### src/wpd_pkg.sv
// Shared types and constants for the worker pool dispatcher.
`default_nettype none
package wpd_pkg;

   localparam int NUM_WORKERS = 8;
   localparam int QUEUE_DEPTH = 16;
   localparam int CONN_WIDTH  = 16;
   localparam int CMD_DEPTH   = 2;

   localparam int WIDX_W  = 3;
   localparam int BUSY_W  = 4;
   localparam int FILL_W  = 5;
   localparam int QPTR_W  = $clog2(QUEUE_DEPTH);
   localparam int CPTR_W  = $clog2(CMD_DEPTH);
   localparam int CCNT_W  = $clog2(CMD_DEPTH + 1);

   typedef enum logic [0:0] {
      REQ_NEW    = 1'b0,
      REQ_FINISH = 1'b1
   } req_kind_type;

   typedef enum logic [2:0] {
      ST_ASSIGNED    = 3'd0,
      ST_QUEUED      = 3'd1,
      ST_DROPPED     = 3'd2,
      ST_FREED       = 3'd3,
      ST_IDLE_FINISH = 3'd4
   } status_type;

   typedef struct packed {
      logic [0:0]  req_type;
      logic [15:0] conn_id;
      logic [2:0]  worker_id;
   } req_type;

   typedef struct packed {
      status_type  status;
      logic [2:0]  assigned_worker;
      logic [15:0] assigned_conn;
      logic [3:0]  busy_workers;
      logic [4:0]  waiting_count;
   } rsp_type;

   typedef struct packed {
      logic                  is_finish;
      logic                  wid_ok;
      logic [WIDX_W-1:0]     widx;
      logic [CONN_WIDTH-1:0] conn;
   } cmd_type;

endpackage
`default_nettype wire

### src/wpd_front.sv
// Front end: accepts requests and classifies them into commands.
`default_nettype none
module wpd_front (
   input  wire logic             start,
   input  wire logic             queue_full,
   input  wire wpd_pkg::req_type req_item,
   output logic                  busy,
   output logic                  push,
   output wpd_pkg::cmd_type      push_cmd
);
   import wpd_pkg::*;

   always_comb begin
      busy               = queue_full;
      push               = start && !queue_full;
      push_cmd.is_finish = (req_kind_type'(req_item.req_type) == REQ_FINISH);
      push_cmd.wid_ok    = (32'(req_item.worker_id) < NUM_WORKERS);
      push_cmd.widx      = req_item.worker_id[WIDX_W-1:0];
      push_cmd.conn      = req_item.conn_id[CONN_WIDTH-1:0];
   end

endmodule
`default_nettype wire

### src/wpd_cmd_queue.sv
// Short command queue between the front end and the dispatch engine.
`default_nettype none
module wpd_cmd_queue (
   input  wire logic             clock,
   input  wire logic             reset,
   input  wire logic             push,
   input  wire wpd_pkg::cmd_type push_cmd,
   input  wire logic             pop,
   output logic                  full,
   output logic                  empty,
   output wpd_pkg::cmd_type      pop_cmd
);
   import wpd_pkg::*;

   cmd_type           slot_ff [CMD_DEPTH];
   logic [CPTR_W-1:0] wr_ptr_ff, wr_ptr_in;
   logic [CPTR_W-1:0] rd_ptr_ff, rd_ptr_in;
   logic [CCNT_W-1:0] count_ff, count_in;
   logic              do_pop;

   always_comb begin
      full    = (32'(count_ff) == CMD_DEPTH);
      empty   = (count_ff == '0);
      pop_cmd = slot_ff[rd_ptr_ff];
      do_pop  = pop && !empty;
      wr_ptr_in = wr_ptr_ff;
      rd_ptr_in = rd_ptr_ff;
      count_in  = count_ff;
      if (push) begin
         wr_ptr_in = (32'(wr_ptr_ff) == CMD_DEPTH - 1) ? '0 : wr_ptr_ff + CPTR_W'(1);
      end
      if (do_pop) begin
         rd_ptr_in = (32'(rd_ptr_ff) == CMD_DEPTH - 1) ? '0 : rd_ptr_ff + CPTR_W'(1);
      end
      if (push && !do_pop) begin
         count_in = count_ff + CCNT_W'(1);
      end else if (!push && do_pop) begin
         count_in = count_ff - CCNT_W'(1);
      end
   end

   always_ff @(posedge clock) begin
      if (push) begin
         slot_ff[wr_ptr_ff] <= push_cmd;
      end
   end

   always_ff @(posedge clock) begin
      if (reset) begin
         wr_ptr_ff <= '0;
         rd_ptr_ff <= '0;
         count_ff  <= '0;
      end else begin
         wr_ptr_ff <= wr_ptr_in;
         rd_ptr_ff <= rd_ptr_in;
         count_ff  <= count_in;
      end
   end

endmodule
`default_nettype wire

### src/wpd_back.sv
// Dispatch engine: worker pool state, overflow FIFO and result register.
`default_nettype none
module wpd_back (
   input  wire logic             clock,
   input  wire logic             reset,
   input  wire logic             cmd_valid,
   input  wire wpd_pkg::cmd_type cmd,
   output logic                  cmd_pop,
   output logic                  rsp_strobe,
   output wpd_pkg::rsp_type      rsp_item
);
   import wpd_pkg::*;

   logic [NUM_WORKERS-1:0] busy_ff, busy_in;
   logic [BUSY_W-1:0]      busy_total_ff, busy_total_in;
   logic [QPTR_W-1:0]      head_ff, head_in;
   logic [QPTR_W-1:0]      tail_ff, tail_in;
   logic [FILL_W-1:0]      fill_ff, fill_in;
   logic [CONN_WIDTH-1:0]  wait_store [QUEUE_DEPTH];
   logic [CONN_WIDTH-1:0]  head_data_ff;
   logic                   wr_en;
   logic                   free_found;
   logic [WIDX_W-1:0]      free_idx;
   logic                   strobe_ff, strobe_in;
   rsp_type                rsp_ff, rsp_in;

   always_comb begin
      free_found = 1'b0;
      free_idx   = '0;
      for (int i = NUM_WORKERS - 1; i >= 0; i--) begin
         if (!busy_ff[i]) begin
            free_found = 1'b1;
            free_idx   = WIDX_W'(i);
         end
      end
   end

   always_comb begin
      busy_in       = busy_ff;
      busy_total_in = busy_total_ff;
      head_in       = head_ff;
      tail_in       = tail_ff;
      fill_in       = fill_ff;
      wr_en         = 1'b0;
      cmd_pop       = cmd_valid;
      strobe_in     = cmd_valid;
      rsp_in.status          = ST_IDLE_FINISH;
      rsp_in.assigned_worker = '0;
      rsp_in.assigned_conn   = '0;
      if (cmd_valid) begin
         if (!cmd.is_finish) begin
            if (free_found) begin
               busy_in[free_idx]      = 1'b1;
               busy_total_in          = busy_total_ff + BUSY_W'(1);
               rsp_in.status          = ST_ASSIGNED;
               rsp_in.assigned_worker = 3'(free_idx);
               rsp_in.assigned_conn   = 16'(cmd.conn);
            end else if (32'(fill_ff) < QUEUE_DEPTH) begin
               wr_en         = 1'b1;
               tail_in       = (32'(tail_ff) == QUEUE_DEPTH - 1) ? '0 : tail_ff + QPTR_W'(1);
               fill_in       = fill_ff + FILL_W'(1);
               rsp_in.status = ST_QUEUED;
            end else begin
               rsp_in.status = ST_DROPPED;
            end
         end else if (!cmd.wid_ok || !busy_ff[cmd.widx]) begin
            rsp_in.status = ST_IDLE_FINISH;
         end else if (fill_ff != '0) begin
            head_in                = (32'(head_ff) == QUEUE_DEPTH - 1) ? '0 : head_ff + QPTR_W'(1);
            fill_in                = fill_ff - FILL_W'(1);
            rsp_in.status          = ST_ASSIGNED;
            rsp_in.assigned_worker = 3'(cmd.widx);
            rsp_in.assigned_conn   = 16'(head_data_ff);
         end else begin
            busy_in[cmd.widx] = 1'b0;
            if (busy_total_ff != '0) begin
               busy_total_in = busy_total_ff - BUSY_W'(1);
            end
            rsp_in.status = ST_FREED;
         end
      end
      rsp_in.busy_workers  = 4'(busy_total_in);
      rsp_in.waiting_count = 5'(fill_in);
   end

   always_ff @(posedge clock) begin
      if (wr_en) begin
         wait_store[tail_ff] <= cmd.conn;
      end
      if (wr_en && tail_ff == head_in) begin
         head_data_ff <= cmd.conn;
      end else begin
         head_data_ff <= wait_store[head_in];
      end
      rsp_ff <= rsp_in;
   end

   always_ff @(posedge clock) begin
      if (reset) begin
         busy_ff       <= '0;
         busy_total_ff <= '0;
         head_ff       <= '0;
         tail_ff       <= '0;
         fill_ff       <= '0;
         strobe_ff     <= 1'b0;
      end else begin
         busy_ff       <= busy_in;
         busy_total_ff <= busy_total_in;
         head_ff       <= head_in;
         tail_ff       <= tail_in;
         fill_ff       <= fill_in;
         strobe_ff     <= strobe_in;
      end
   end

   assign rsp_strobe = strobe_ff;
   assign rsp_item   = rsp_ff;

endmodule
`default_nettype wire

### src/worker_pool_dispatcher_unit.sv
// Top level of the worker pool dispatcher.
// Result path: a transfer accepted into the command queue is registered there, then
// dispatched and registered in the result register, which shows it for one cycle.
// Throughput: one transfer per cycle; the dispatch engine drains one command per cycle
// from the two-entry command queue, so busy rises only if that queue fills.
// Reset clears the pool, the overflow FIFO pointers and the command queue.
`default_nettype none
module worker_pool_dispatcher_unit (
   input  wire logic             clock,
   input  wire logic             reset,
   input  wire logic             start,
   output logic                  busy,
   input  wire wpd_pkg::req_type req_item,
   output logic                  rsp_strobe,
   output wpd_pkg::rsp_type      rsp_item
);
   import wpd_pkg::*;

   logic    push;
   cmd_type push_cmd;
   logic    queue_full;
   logic    queue_empty;
   logic    cmd_pop;
   cmd_type pop_cmd;

   wpd_front u_front (
      .start      (start),
      .queue_full (queue_full),
      .req_item   (req_item),
      .busy       (busy),
      .push       (push),
      .push_cmd   (push_cmd)
   );

   wpd_cmd_queue u_queue (
      .clock    (clock),
      .reset    (reset),
      .push     (push),
      .push_cmd (push_cmd),
      .pop      (cmd_pop),
      .full     (queue_full),
      .empty    (queue_empty),
      .pop_cmd  (pop_cmd)
   );

   wpd_back u_back (
      .clock      (clock),
      .reset      (reset),
      .cmd_valid  (!queue_empty),
      .cmd        (pop_cmd),
      .cmd_pop    (cmd_pop),
      .rsp_strobe (rsp_strobe),
      .rsp_item   (rsp_item)
   );

endmodule
`default_nettype wire

### config.mk
export PLATFORM = sky130hd
export DESIGN_NAME = worker_pool_dispatcher_unit
export DESIGN_NICKNAME = d
export VERILOG_FILES = /design/src/wpd_pkg.sv /design/src/wpd_front.sv /design/src/wpd_cmd_queue.sv /design/src/wpd_back.sv /design/src/worker_pool_dispatcher_unit.sv
export SDC_FILE = /design/constraint.sdc
export NUM_CORES = 1
export LEC_CHECK = 0
export BUFFER_PORTS_ARGS = -buffer_cell sky130_fd_sc_hd__clkbuf_2
export CAP_MARGIN = 20
export CORE_MARGIN = 3
export CORE_UTILIZATION = 53
export DETAILED_ROUTE_END_ITERATION = 6
export GPL_TIMING_DRIVEN = 0
export PLACE_DENSITY = 0.75
export SLEW_MARGIN = 5
export SYNTH_ARGS = -nofsm -noshare
export SYNTH_HDL_FRONTEND = slang
export SYNTH_HIERARCHICAL = 1
export SYNTH_SLANG_ARGS = --single-unit
### constraint.sdc
create_clock -name clock -period 3.54 [get_ports clock]
set_clock_uncertainty 0.05 [all_clocks]
set_input_delay 0.708 -clock clock [delete_from_list [all_inputs] [get_ports clock]]
set_output_delay 0.708 -clock clock [all_outputs]
set_load 0.05 [all_outputs]
; After elaboration in Yosys (flattened, before gate mapping)
; Memories as Yosys holds them, arrays and structs flattened. A register that Yosys moved wholly into a read port is not among the register bits.
; Cells that the tools add are included.
[totals]
ff_bits = 61
ram_bits = 296
input_bits = 23
out_inout_bits = 33
wordCells = 126
mem_count = 2
[op_classes]
add_sub_neg = 10
order_cmp = 5
n_eq_ne = 5
mux = 66
n_bitwise = 6
n_reduce_logical = 18
[memory_table]
columns = name, depth, width, read_ports, rd_clocked_by_memory_dff, write_ports, line
row1 = u_back.wait_store, 16, 16, 1, 1, 1, wpd_back.sv:19  ; logic [CONN_WIDTH-1:0] wait_store [QUEUE_DEPTH];
row2 = u_queue.slot_ff, 2, 20, 1, 1, 1, wpd_cmd_queue.sv:15  ; cmd_type slot_ff [CMD_DEPTH];
[ops]
columns = operator, count
row1 = $mux 19, 3
row2 = $mux 4, 12
row3 = $mux 8, 4
row4 = $mux 3, 10
row5 = $mux 5, 6
row6 = $mux 1, 23
row7 = $mux 22, 1
row8 = $add 4x1->4 const B, 3
row9 = $and 8x8->8, 1
row10 = $eq 4x4->1 const B, 2
row11 = $lt 3x4->1 const B, 2
row12 = $mux 2, 4
row13 = $not 8->8, 1
row14 = $or 8x8->8, 1
row15 = $reduce_and 4->1, 2
row16 = $demux 1 s3, 2
row17 = $ge 3x1->1 const B, 2
row18 = $add 5x1->5 const B, 1
row19 = $logic_and 1x1->1, 5
row20 = $lt 5x5->1 const B, 1
row21 = $reduce_bool 5->1, 1
row22 = $sub 5x1->5 const B, 1
row23 = $logic_not 1->1, 4
row24 = $ne 2x2->1 const B, 2
row25 = other kinds (12), 16

; Depth between registers and ports, before layout
[logic_depth]
ltp_word = 15
depth_mapped = 10
ltp_nobuf = 7

; By module
; The synthesis kept the hierarchy.
[modules_own_cells]
columns = module, n_inst, cells_per_inst, area_each_um2, seq_area_each_um2
row1 = wpd_back, 1, 673, 12629.6, 8908.5
row2 = wpd_cmd_queue, 1, 87, 1716.6, 1361.3
row3 = wpd_front, 1, 24, 182.7, 0.0
row4 = worker_pool_dispatcher_unit, 1, 1, 3.8, 0.0

; Worst setup path before layout
; Ideal clock, no wire load.
[synth_timing]
path_kind = register -> register
start = reg with a tool-made name
end = mem u_back.wait_store[3][0], enable pin
setup_ps = 409
arrival_time_ps = 2822
path_slack_ps = 259
path_stages_with_launch = 7
synth_period_minus_slack_ps = 3281
cell_sequence = dfxtp_1 buf_2 mux2_2 nand2b_1 nor4_4 nand2_1 nor3_1
[synth_lines]
columns = element, line
row1 = to (decl), wpd_back.sv:19

==> flow_metrics.env <==
export IMPL_hold_ws_ns=0.3162
export IMPL_grt_overflow=0
export IMPL_p_leak_nw=5.536
export IMPL_rsz0062_at_grt="no"
export IMPL_worstPathRequired_ns=3.71
export IMPL_yosys_top_cells_area="edfxtp_1 (62%), dfxtp_1 (9.1%), mux4_2 (8.5%)"
export IMPL_grtUsageTotal=0.2078
export IMPL_synthDistinctLibCells=63
export IMPL_fin_nets=915
export IMPL_crit_type="flop to flop"
export IMPL_final_cells=1247
export IMPL_wirelength_mm=29.90
export IMPL_ys_warn_count=6
export IMPL_async_flop_share=0
export IMPL_synth_xor_area_share=0.004821
export IMPL_fin_crit_sh=0.9261
export IMPL_antenna_found_initial=0
export IMPL_drc=0
export IMPL_cp_top_family="simple AND/OR/NAND/NOR gates"
export IMPL_yosysTopAreaCellShare=0.6158
export IMPL_cp_arrival_ns=3.45
export IMPL_setup_tns_ns=0
export IMPL_synth_most_common_cell="edfxtp_1"
export IMPL_cts_buffers=38
export IMPL_syn_to_final_growth_pct=15.16
export IMPL_synth_net_count=818
export IMPL_vias_per_cell=6.074
export IMPL_drt_initial_drc_count=775
export IMPL_grt_pass1_vias=7576
export IMPL_antenna_left=0
export IMPL_cts_tree="done"
export IMPL_slew_violations=0
export IMPL_netlist_top_cell_by_area="edfxtp_1"
export IMPL_synth_common_cells="edfxtp_1 (298), dfxtp_1 (66), mux4_2 (55)"
export IMPL_tightest_slew_ns=1.005
export IMPL_ys_ff_latch=364
export IMPL_path_cells="buf_2, mux2_2, nand2b_1, nor4_4, buf_4, nand2_1, nor2_2, buf_6"
export IMPL_min_path_type="input port to flop"
export IMPL_vias=7574
export IMPL_diodes=0
export IMPL_synth_cells=785
export IMPL_cp_max_fo=10
export IMPL_synth_edf_count=298
export IMPL_synth_compound_area_frac=0.04563
export IMPL_clk_pin_slew_ns=0.06
export IMPL_synth_area_per_cell_um2=18.51
export IMPL_grt_pass1_wl_mm=45.35
export IMPL_synth_top_family_by_area="multiplexers"
export IMPL_drive_gt1_frac=0.2971
export IMPL_hold_start="req_item[10]"
export IMPL_cp_num_buf_inv=3
export IMPL_portBuffers=35
export IMPL_synthAdderAreaFrac=0.008610
export IMPL_status="finished clean"
export IMPL_grt_max_degree=22
export IMPL_gp_congestion=0.8501
export IMPL_cts_sinks=364
export IMPL_vdd_drop_max_v=0.0004443
export IMPL_cp_slowest_cell="nor2_2"
export IMPL_setup_slack_ns=0.2616
export IMPL_slowest_delay_ns=0.55
export IMPL_finalSetupViolCount=0
export IMPL_die_h_um=171.6
export IMPL_cts_buffer_depth=3
export IMPL_synth_top_flop_cell="edfxtp_1"
export IMPL_htree_levels=2
export IMPL_syn_area_um2=14530
export IMPL_place_ws_ns=-0.2202
export IMPL_dpl_hpwl_mm=19.99
export IMPL_start_util=0.5484
export IMPL_drt_pass1_iter_count=6
export IMPL_layout_min_cycle_time_ns=3.278
export IMPL_powerDensity_nw_per_um2=647.6
export IMPL_cp_start_kind="flop"
export IMPL_fmax_mhz=305.0
export IMPL_worstSetupEndpointType="flop"
export IMPL_root_buffer="clkbuf_16"
export IMPL_die_w_um=171.6
export IMPL_dp_cells=1173
export IMPL_detail_route_wl_per_cell_um=23.98
export IMPL_synth_mux_area_frac=0.1560
export IMPL_final_hold_violation_count=0
export IMPL_io_pins=56
export IMPL_fp_coreArea_um2=26500
export IMPL_cts_hold_buffers=0
export IMPL_num_rows=59
export IMPL_fp_dieArea_um2=29440
export IMPL_yosys_area_share_simple=0.04494
export IMPL_relSlewSlack=0.3303
export IMPL_clk_latency_ns=0.53
export IMPL_synth_seq_area_share=0.7067
export IMPL_cap_viol_max_count=0
[metrics by stage]
stage	instance area, um^2	util	power, mW
finish	16740	0.6315	10.84
global route	16740	0.6315	11.26
CTS	16690	0.6297	10.92
detailed placement	15440	0.5826	7.086
global placement	15130	0.5708	7.012
floorplan	14530	-	6.567
[registers in the layout, summed over array words and instances, names as in the netlist, 4 cells and up, named ones only]
name	count
u_back/tail_ff	4
u_back/wait_store	256
u_queue/slot_ff	42
u_back/rsp_item	31
u_back/busy_ff	8
u_back/fill_ff	5
u_back/head_ff	4
u_back/busy_total_ff	4
[area by class of cell]
type,count,area [um^2]
fill,1783,9766
clock inverter,22,210.2
multi-input combinational,344,3869
timing repair buffer,57,478.0
buffer,59,412.9
tap,335,419.2
clock buffer,48,1010
sequential,364,10270
inverter,18,67.56
[worst paths after layout]
kind,end,slack [ns],cells past startpoint
max reg2reg,u_back/wait_store[6][1],0.26,8
min,u_queue/slot_ff[0][7],0.32,1
min reg2reg,flop,0.46,2
max,u_back/wait_store[6][1],0.26,8
[layout by cell type, fill, tap and decap left out, types with 4 or more instances in the layout]
cell type / Yosys / final
nand2b_1: 9 / 9
clkbuf_16: 0 / 39
buf_8: 0 / 12
o21ai_0: 16 / 16
a21oi_1: 14 / 14
a32o_1: 16 / 16
nor3_1: 11 / 7
nor2_2: 0 / 9
buf_4: 29 / 33
o311ai_0: 4 / 4
mux4_1: 25 / 25
clkinv_2: 0 / 14
xnor2_1: 4 / 4
mux2_2: 25 / 25
dfxtp_1: 66 / 66
and2_1: 7 / 7
or3_1: 6 / 6
o211ai_1: 5 / 5
buf_2: 9 / 9
edfxtp_1: 298 / 298
buf_6: 7 / 11
mux4_2: 55 / 55
a31oi_1: 8 / 8
clkbuf_1: 9 / 18
nand2_1: 21 / 21
xor2_1: 4 / 4
clkbuf_2: 2 / 37
o22ai_1: 6 / 6
ha_1: 10 / 10
nand3_1: 4 / 4
nor2_1: 39 / 27
inv_1: 17 / 17
mux2i_1: 9 / 9
[routing by layer]
metal  share of wire  up-vias  track usage  wire length, um
met4           0.022        0      0.05738              659
met3           0.081       72      0.03172             2434
met2            0.49      386       0.3447            14760
li1                -     3365            -                -
met1            0.40     3751       0.2922            12040
met5               0        -            0                0
[timing repair]
item	in CTS	in global routing
gates resized for setup	5	1
endpoints found under the setup margin	46	45
pin swaps	0	2
buffers inserted	0	4
[kinds of logic after synthesis]
group / after synthesis
buffers and inverters: 77
AOI/OAI and AO/OA: 92
and+or+nand+nor: 119
adders and majority gates: 10
other: 1
xor gates and xnor gates: 8
DFF: 364
muxes: 114
[where the power goes]
part / switching, mW / leakage [nW] / total (mW) / internal, mW
logic: 1.28 / 1.70 / 1.78 / 0.500
clock network: 1.56 / 0.608 / 3.82 / 2.26
registers: 0.0940 / 3.23 / 5.23 / 5.14
No activity file was read; power rests on OpenSTA's default activity.
